==> config.mk <==
export PLATFORM = sky130hd
export DESIGN_NAME = sorted_priority_queue_core
export DESIGN_NICKNAME = d
export VERILOG_FILES = /design/src/rtl/core/spq_pkg.sv /design/src/rtl/core/sorted_priority_queue_core.sv /design/src/rtl/core/spq_cell.sv
export SDC_FILE = /design/constraint.sdc
export NUM_CORES = 2
export LEC_CHECK = 0
export BUFFER_PORTS_ARGS = -buffer_cell sky130_fd_sc_hd__buf_4
export CAP_MARGIN = 20
export CORE_MARGIN = 4
export CORE_UTILIZATION = 35
export DETAILED_ROUTE_END_ITERATION = 7
export GPL_TIMING_DRIVEN = 0
export HOLD_SLACK_MARGIN = 0.08
export PLACE_DENSITY_LB_ADDON = 0.15
export SKIP_LAST_GASP = 1
export SYNTH_ARGS = -nofsm -noshare
export SYNTH_HDL_FRONTEND = slang
export SYNTH_SLANG_ARGS = --single-unit
==> constraint.sdc <==
create_clock -name clk -period 12.6 [get_ports clk]
set_input_delay 0.63 -clock clk [delete_from_list [all_inputs] [get_ports clk]]
set_output_delay 0.63 -clock clk [all_outputs]
set_load 0.05 [all_outputs]
==> src/rtl/core/spq_pkg.sv <==
`timescale 1ns / 1ps
// ----------------------------------------------------------------------------
// spq_pkg: shared definitions for the sorted priority queue
// Capacity, request codes and the structs passed between the control logic
// and the storage cells.
// ----------------------------------------------------------------------------
package spq_pkg;

  localparam int CAPACITY  = 16;
  localparam int CNT_W     = $clog2(CAPACITY + 1);
  localparam int OUT_CNT_W = 5;
  localparam int DATA_W    = 32;

  localparam logic [1:0] REQ_PRIO   = 2'd0;
  localparam logic [1:0] REQ_TAIL   = 2'd1;
  localparam logic [1:0] REQ_REMOVE = 2'd2;
  localparam logic [1:0] REQ_CLEAR  = 2'd3;

  // Broadcast to every cell for the item being executed.
  typedef struct packed {
    logic                     ins;
    logic                     pop;
    logic                     at_tail;
    logic signed [DATA_W-1:0] value;
  } spq_cmd_t;

  // Per-cell compare results returned to the control logic.
  typedef struct packed {
    logic gt;
    logic le_tail;
  } spq_stat_t;

endpackage

==> src/rtl/core/sorted_priority_queue_core.sv <==
`timescale 1ns / 1ps
// ----------------------------------------------------------------------------
// sorted_priority_queue_core: bounded ordered queue of signed values
// A row of slot cells; an insert shifts or fills the row and a remove pops it
// in the cycle the request is accepted, while the control logic keeps the entry count.
// ----------------------------------------------------------------------------
// Channel   Direction  Signals                                   Handshake
// request   in         req_type, value                           start & !busy
// result    out        ok, removed_value, count, is_empty        done (1 cycle)
//
// The cells compare and shift in the cycle an item is accepted, and its result
// shows on the next cycle with done high.
// A new item may be accepted every cycle while busy is low; the compare chain
// across the cells and the shift into the slot registers set this figure.
// busy is high only during reset. Reset clears the count and done; slot
// contents are not cleared. The receiver cannot stall the result.
// ----------------------------------------------------------------------------
module sorted_priority_queue_core (
  input  logic                                clk,
  input  logic                                rst,
  input  logic                                start,
  output logic                                busy,
  input  logic [1:0]                          req_type,
  input  logic signed [spq_pkg::DATA_W-1:0]   value,
  output logic                                done,
  output logic                                ok,
  output logic signed [spq_pkg::DATA_W-1:0]   removed_value,
  output logic [spq_pkg::OUT_CNT_W-1:0]       count,
  output logic                                is_empty
);

  localparam int N = spq_pkg::CAPACITY;

  logic [spq_pkg::CNT_W-1:0] entry_count;
  logic [spq_pkg::CNT_W-1:0] entry_count_next;

  logic accept;
  logic full;
  logic empty;
  logic ok_next;

  spq_pkg::spq_cmd_t  cmd;
  spq_pkg::spq_stat_t stat [N];
  logic signed [spq_pkg::DATA_W-1:0] q [N];
  logic [N-1:0] occ;
  logic [N-1:0] le_tail;
  logic [N:0]   found;
  logic [N:0]   placed;

  assign busy   = rst;
  assign accept = start && !busy;
  assign full   = (entry_count == spq_pkg::CNT_W'(N));
  assign empty  = (entry_count == '0);

  assign found[0]  = 1'b0;
  assign placed[0] = 1'b0;

  always_comb begin
    cmd.value   = value;
    cmd.ins     = accept && (req_type == spq_pkg::REQ_PRIO || req_type == spq_pkg::REQ_TAIL)
                  && !full;
    cmd.pop     = accept && (req_type == spq_pkg::REQ_REMOVE) && !empty;
    // Tail placement: plain append, empty queue, or a value that is neither
    // above the front nor above the tail.
    cmd.at_tail = (req_type == spq_pkg::REQ_TAIL) || empty
                  || (!stat[0].gt && (|le_tail));
  end

  for (genvar i = 0; i < N; i++) begin : g_cell
    logic                              occ_prev;
    logic                              occ_next;
    logic signed [spq_pkg::DATA_W-1:0] left;
    logic signed [spq_pkg::DATA_W-1:0] right;

    assign occ[i]     = (spq_pkg::CNT_W'(i) < entry_count);
    assign le_tail[i] = stat[i].le_tail;

    if (i == 0) begin : g_first
      assign occ_prev = 1'b1;
      assign left     = '0;
    end else begin : g_mid
      assign occ_prev = occ[i-1];
      assign left     = q[i-1];
    end

    if (i == N - 1) begin : g_last
      assign occ_next = 1'b0;
      assign right    = '0;
    end else begin : g_inner
      assign occ_next = occ[i+1];
      assign right    = q[i+1];
    end

    spq_cell u_cell (
      .clk       (clk),
      .cmd       (cmd),
      .occ       (occ[i]),
      .occ_prev  (occ_prev),
      .occ_next  (occ_next),
      .left      (left),
      .right     (right),
      .found_in  (found[i]),
      .found_out (found[i+1]),
      .placed_in (placed[i]),
      .placed_out(placed[i+1]),
      .stat      (stat[i]),
      .q         (q[i])
    );
  end

  always_comb begin
    entry_count_next = entry_count;
    ok_next          = 1'b1;
    unique case (req_type)
      spq_pkg::REQ_PRIO, spq_pkg::REQ_TAIL: begin
        ok_next = !full;
        if (!full) begin
          entry_count_next = entry_count + 1'b1;
        end
      end
      spq_pkg::REQ_REMOVE: begin
        ok_next = !empty;
        if (!empty) begin
          entry_count_next = entry_count - 1'b1;
        end
      end
      default: begin
        entry_count_next = '0;
      end
    endcase
  end

  always_ff @(posedge clk) begin
    if (rst) begin
      entry_count <= '0;
      done        <= 1'b0;
    end else begin
      done <= accept;
      if (accept) begin
        entry_count <= entry_count_next;
      end
    end
  end

  always_ff @(posedge clk) begin
    if (accept) begin
      ok            <= ok_next;
      removed_value <= cmd.pop ? q[0] : '0;
      count         <= spq_pkg::OUT_CNT_W'(entry_count_next);
      is_empty      <= (entry_count_next == '0);
    end
  end

endmodule

==> src/rtl/core/spq_cell.sv <==
`timescale 1ns / 1ps
// ----------------------------------------------------------------------------
// spq_cell: one queue slot
// Holds one entry, compares it with the incoming value and takes its next
// content from itself, its left or right neighbor, or the incoming value.
// ----------------------------------------------------------------------------
module spq_cell (
  input  logic                             clk,
  input  spq_pkg::spq_cmd_t                cmd,
  input  logic                             occ,
  input  logic                             occ_prev,
  input  logic                             occ_next,
  input  logic signed [spq_pkg::DATA_W-1:0] left,
  input  logic signed [spq_pkg::DATA_W-1:0] right,
  input  logic                             found_in,
  output logic                             found_out,
  input  logic                             placed_in,
  output logic                             placed_out,
  output spq_pkg::spq_stat_t               stat,
  output logic signed [spq_pkg::DATA_W-1:0] q
);

  logic gt;
  logic is_last;
  logic here;

  assign gt      = occ && (cmd.value > q);
  assign is_last = occ && !occ_next;

  // In tail mode the slot just past the last entry takes the value;
  // otherwise the first occupied slot holding a smaller value does.
  assign here = cmd.at_tail ? (!occ && occ_prev) : (gt && !found_in);

  assign found_out    = found_in || gt;
  assign placed_out   = placed_in || here;
  assign stat.gt      = gt;
  assign stat.le_tail = is_last && !gt;

  always_ff @(posedge clk) begin
    priority if (cmd.pop) begin
      q <= right;
    end else if (cmd.ins && here) begin
      q <= cmd.value;
    end else if (cmd.ins && placed_in) begin
      q <= left;
    end
  end

endmodule

; ---- Word-level counts from Yosys, hierarchy flattened
; Index checks and enable logic that the tools add are counted.
[word_totals]
wordCells = 324
in_bits = 37
out_inout_bits = 41
reg_bits = 557
[op_classes]
n_addsub = 2
n_reduce_logical = 199
order_cmp = 32
mux = 66
eq_ne = 3
[op_table]
columns = op, n
row1 = $mux 32, 46
row2 = $gt 32x32->1, 16
row3 = $logic_and 1x1->1, 98
row4 = $logic_not 1->1, 49
row5 = $reduce_bool 3->1, 14
row6 = $lt 4x5->1 const A, 8
row7 = $logic_or 1x1->1, 31
row8 = $lt 3x5->1 const A, 4
row9 = $mux 1, 16
row10 = $reduce_or 16->1, 1
row11 = $logic_not 5->1, 2
row12 = $lt 1x5->1 const A, 2
row13 = $lt 2x5->1 const A, 2
row14 = $mux 5, 2
row15 = $pmux 5 s2, 1
row16 = $add 5x1->5 const B, 1
row17 = $eq 5x5->1 const B, 1
row18 = $sub 5x1->5 const B, 1
row19 = $reduce_bool 2->1, 2
row20 = $eq 2x1->1 const B, 1
row21 = $eq 2x2->1 const B, 1
row22 = $logic_not 2->1, 1
row23 = $pmux 1 s2, 1
row24 = $reduce_or 2->1, 1

; ---- Logic depth before layout (Yosys ltp)
[depth]
ltp_word = 25
ltp_mapped = 18
mapped_depth_nobuf = 14

; ---- By module
; From an unflattened synthesis, not the netlist that was laid out.
[unflattened]
cells_unflattened = 5210
area_unflattened_um2 = 45894.0
[by_module_without_submodules]
columns = mod, area_each_um2, instances, seq_area_each_um2, cells_each
row1 = spq_cell at g_cell[0].u_cell ..., 2712.6, 15, 960.9, 313
row2 = spq_cell at g_cell[14].u_cell, 2919.0, 1, 960.9, 322
row3 = sorted_priority_queue_core, 2285.9, 1, 1291.2, 193

; ---- Worst setup path before layout
; Ideal clock, no wire load.
[synth_path]
path_type = input port to flip-flop
start = input port start
end = register g_cell[3].u_cell.q[0] (netlist name), enable pin
slack_ns = 5.273
required_ns = 12.212
arrival_time_ns = 6.939
setup_ns = 0.388
stages = 7
path_buffers = 3
cell_sequence = clkbuf_1 -> nor2b_1 -> nand2_1 -> clkbuf_1 -> clkbuf_1 -> o21ai_0 -> a21o_1
[synth_between]
elab_chain_len = 5
word_cells_on_any_way = 8
cone_classes = reduce/logical: 8
[synth_lines]
columns = item, line_no
row1 = "start, declared", sorted_priority_queue_core.sv:21  ; input logic start,
row2 = $logic_and 1x1->1 *, sorted_priority_queue_core.sv:51  ; assign accept = start && !busy;
row3 = net accept, sorted_priority_queue_core.sv:37  ; logic accept;
row4 = $logic_and 1x1->1, sorted_priority_queue_core.sv:60  ; cmd.ins = accept && (req_type == spq_pkg::REQ_PRIO || req_type == spq_pkg::REQ_TAIL)
row5 = $logic_and 1x1->1, sorted_priority_queue_core.sv:61  ; && !full;
row6 = $logic_and 1x1->1 (on tied branches), "spq_cell.sv:44, spq_cell.sv:42"
row7 = $reduce_bool 3->1 (no line) *, n/a
row8 = "end signal, assigned", spq_cell.sv:41  ; q <= right;
row9 = "end signal, assigned", spq_cell.sv:43  ; q <= cmd.value;
row10 = "end signal, assigned", spq_cell.sv:45  ; q <= left;
row11 = "end, declared", spq_cell.sv:20  ; output logic signed [spq_pkg::DATA_W-1:0] q
; Mark *: on every way through the listed nets, which the timed path passes. The rest lies on a longest branch.
; A chain may end at the register's enable or synchronous reset.

; ---- Final worst setup path
[layout_path]
start = input port value[0] (netlist name)
end = register g_cell[14].u_cell.q[5] (netlist name), enable pin
[layout_between]
elab_chain_len = 23
word_cells_on_any_way = 138
cone_classes = order compare: 16 / mux: 15 / reduce/logical: 107
[layout_lines]
columns = item, line_no
row1 = "start, declared", sorted_priority_queue_core.sv:24  ; input logic signed [spq_pkg::DATA_W-1:0] value,
row2 = $gt 32x32->1, spq_cell.sv:27  ; assign gt = occ && (cmd.value > q);
row3 = $logic_and 1x1->1, spq_cell.sv:27
row4 = $logic_not 1->1 (on tied branches), "sorted_priority_queue_core.sv:66, spq_cell.sv:32, spq_cell.sv:37"
row5 = $logic_and 1x1->1, spq_cell.sv:37  ; assign stat.le_tail = is_last && !gt;
row6 = $reduce_or 16->1, sorted_priority_queue_core.sv:66  ; || (!stat[0].gt && (|le_tail));
row7 = $logic_and 1x1->1, sorted_priority_queue_core.sv:66
row8 = $logic_or 1x1->1, sorted_priority_queue_core.sv:66
row9 = $mux 1, spq_cell.sv:32  ; assign here = cmd.at_tail ? (!occ && occ_prev) : (gt && !found_in);
row10 = $logic_or 1x1->1 (13 in a row), spq_cell.sv:35  ; assign placed_out = placed_in || here;
row11 = $logic_and 1x1->1, spq_cell.sv:44  ; end else if (cmd.ins && placed_in) begin
row12 = $reduce_bool 3->1 (no line) *, n/a
row13 = "end signal, assigned", spq_cell.sv:41
row14 = "end signal, assigned", spq_cell.sv:43
row15 = "end signal, assigned", spq_cell.sv:45
row16 = "end, declared", spq_cell.sv:20
; Mark *: on every way between the ends. The rest lies on a longest branch, timed or not.

==> results.txt <==
Yosys reg bits -> 557
Die Wd -> 353 um
initial DRC count -> 4486
ys async rst share -> 0%
# resized after CTS -> 0
vias per inst -> 5.98
Worst IR Drop VDD -> 0.0808 mV
Setup CP Type -> primary input to flip-flop
initial antenna violation count -> 7
first-pass GRT wire length -> 257000 um
vias in the first global route -> 34801
CP bufs+invs -> 9
CTS buffer count -> 71
status -> completed
achievable clock frequency -> 136 MHz
Post-synth top flop -> edfxtp_1
Worst-Margin Slew -> 1.21 ns
Total GRT Usage -> 28.4%
Syn Std Cell Area -> 41600 um2
die height -> 353 um
CP Launch Type -> primary input
CP peak stage delay -> 0.61 ns
Clock Path Buffers -> 3
setup ws final -> 5.23 ns
Net Count, Synth -> 4950
row cnt -> 126
share of post-route cells with drive strength above 1 -> 6.83%
io pins -> 78
final hold vios -> 0
CTS Sinks -> 557
clock root cell -> clkbuf_16
ANT nets after route -> 0
DRC viols -> 0
Worst slew margin -> 19.3%
clock skew -> 0.0313 ns
HP Class -> primary input to flip-flop
Syn Area/Cell -> 9.45 um2
Initial Util -> 35.3%
Pwr Density -> 115 nW/um2
Final setup viols -> 0
sequential share of the synthesized area -> 39.3%
Port Buffer Count -> 76
Post-synth EDFFs -> 519
Leak -> 19.3 nW
full die area -> 124000 um2
via count -> 36906
Fillers -> 11810
routed len/inst -> 29.8 um
critical path peak fanout -> 13
final WL -> 184000 um
CP cell instances -> buf_4, clkbuf_1, buf_16, inv_2, buf_12, ha_1, nor2b_1, o211ai_1, a2111oi_0, o31ai_1, and4_1, o311ai_1, o221ai_1, a2111oi_4, nand2_1, o221ai_4, clkbuf_1, and3_1, o211ai_1, buf_4, buf_4, buf_4
hold_buf cts -> 0
hpwl dp -> 140000 um
Max-Cap Viols -> 0
hold wc startpoint -> rst
Cell variety after synth -> 86
clock latency on the worst-skew pair -> 0.66 ns
cell family with most CP delay -> compound AO/OA/AOI/OAI gates
area delta synth->final -> 12.8%
Period Utilization, post-route -> 58.5%
WHS -> 0.243 ns
Layout Nets -> 5127
global route total overflow -> 0
H-tree levels -> 3
Crit. End Element -> flip-flop
Fin Setup TNS -> 0 ns
floorplan core area -> 118000 um2
final worst path period need -> 7.37 ns
CTS tree -> done
Setup crit start -> value[0]
yosys warns -> 0
Worst Path Required -> 13.00 ns
post-synthesis cell count -> 4398
worst r2r src -> g_cell[5].u_cell.q[31]
setup repair bufs after CTS -> 0
CP arrival -> 7.77 ns
CP max stage cell -> a2111oi_4
Slew Viols, Final -> 0
cell mode on critical path -> buf_4
largest net degree at the start of global routing -> 33
RSZ-0062 raised after global routing -> no
Place WS -> 4.88 ns
placer congestion estimate -> 0.980
Initial DRT Pass Iterations -> 5
Clock transition at path regs -> 0.06 ns
-- report_power, final --
part | switching [mW] | total (mW) | internal, mW | leakage, nW
clock | 0.874 | 2.06 | 1.19 | 1.08
sequential | 0.114 | 2.29 | 2.18 | 5.10
combinational | 0.683 | 1.02 | 0.341 | 13.1
-- through the flow --
stage	instances	cell area (um2)	utilization [%]	power, mW
final	6170	46900	39.8	5.38
after global routing	6162	46900	39.8	5.56
after CTS	6161	46900	39.8	5.36
after detailed placement	6038	44600	37.9	3.32
after global placement	6010	44100	37.4	3.29
after floorplan	4398	41600	-	2.88
-- layout by cell type (no fill, tap or decap), types with 47 or more instances in the layout --
| cell type | instances |
|---|---|
| edfxtp_1 | 519 |
| inv_1 | 516 |
| ha_1 | 515 |
| nand2_1 | 461 |
| o21ai_0 | 371 |
| mux2i_1 | 369 |
| a21oi_1 | 302 |
| clkbuf_1 | 188 |
| nor2_1 | 173 |
| nand4_1 | 110 |
| buf_4 | 106 |
| nand3_1 | 89 |
| a31oi_1 | 73 |
| clkbuf_16 | 72 |
| a22oi_1 | 66 |
| o221ai_1 | 62 |
| o211ai_1 | 54 |
| o21ai_1 | 52 |
| a211oi_1 | 47 |
-- registers in the layout, indices dropped and copies added, names as in the netlist --
register and count:
done 1, entry_count 5, is_empty 1, removed_value 32, count 5, ok 1
g_cell.u_cell.q 512
-- path summary, 6_finish.rpt --
check,end,slack (ns),cells after the start
setup / recovery,g_cell[14].u_cell.q[5],5.23,22
hold / removal,done,0.24,2
setup reg to reg,g_cell[14].u_cell.q[5],5.40,17
hold reg to reg,g_cell[14].u_cell.q[12],0.57,2
-- cell usage after synthesis (all sizes together), types with 7 or more instances --
cell,count,area share [%]
a211oi,47,0.85
a21boi,9,0.16
a21o,22,0.40
a21oi,302,3.6
a221o,9,0.22
a221oi,16,0.34
a22oi,66,1.2
a31oi,74,1.1
and2,7,0.11
and3,12,0.18
and4,44,0.93
buf,72,1.1
clkbuf,179,1.6
dfxtp,38,1.8
edfxtp,519,37
ha,515,16
inv,517,4.7
mux2i,372,9.0
nand2,463,4.2
nand2b,12,0.18
nand3,90,1.1
nand4,110,1.7
nor2,173,1.6
nor2b,20,0.30
nor3,29,0.37
nor4,22,0.36
o211ai,55,1.0
o21a,8,0.14
o21ai,428,5.2
o221ai,63,1.4
o31a,8,0.17
or4,9,0.17
-- routing by layer --
layer / vias to the layer above / track usage (%) / wire, um
met5: - / 0 / 26
met4: 4 / 13.3 / 9820
met3: 325 / 5.16 / 16600
met2: 1898 / 41.4 / 75400
met1: 18086 / 40.8 / 81700
li1: 16593 / - / -
-- worst reg2reg max path: cells and delay by family (launching register included) --
kind	cells	cell delay, ns
buffers and inverters	5	1.20
AND/OR/NAND/NOR	5	2.41
adder cells (fa/ha/maj)	1	0.34
AO/OA/AOI/OAI	5	1.75
flip-flops	1	0.35
multiplexers	1	0.92
-- kinds of logic (layout without fill, tap and decap cells) --
kind of cell    after synthesis  after routing  synth area share, %
compound gates             1154           1154                 16.9
xor+xnor                      2              2               0.0421
mux                         378            378                 9.16
flops                       557            557                 39.3
simple gates               1024           1024                 11.7
buf+inv                     768            995                 7.42
fa+ha+maj                   515            515                 15.5
other cells                   0              9                    0
-- cell type report --
| cell class | instances | area [um2] | share of cell area, % |
|---|---|---|---|
| Antenna cell | 9 | 22.5 | 0.0480 |
| Buffer | 251 | 1150 | 2.46 |
| Clock buffer | 93 | 1900 | 4.05 |
| Clock inverter | 30 | 327 | 0.696 |
| Inverter | 517 | 1940 | 4.14 |
| Multi-Input combinational cell | 3073 | 22200 | 47.3 |
| Sequential cell | 557 | 16300 | 34.9 |
| Tap cell | 1536 | 1920 | 4.10 |
| Timing Repair Buffer | 104 | 1100 | 2.34 |
Note: power is estimated with default switching activity, not from simulation.
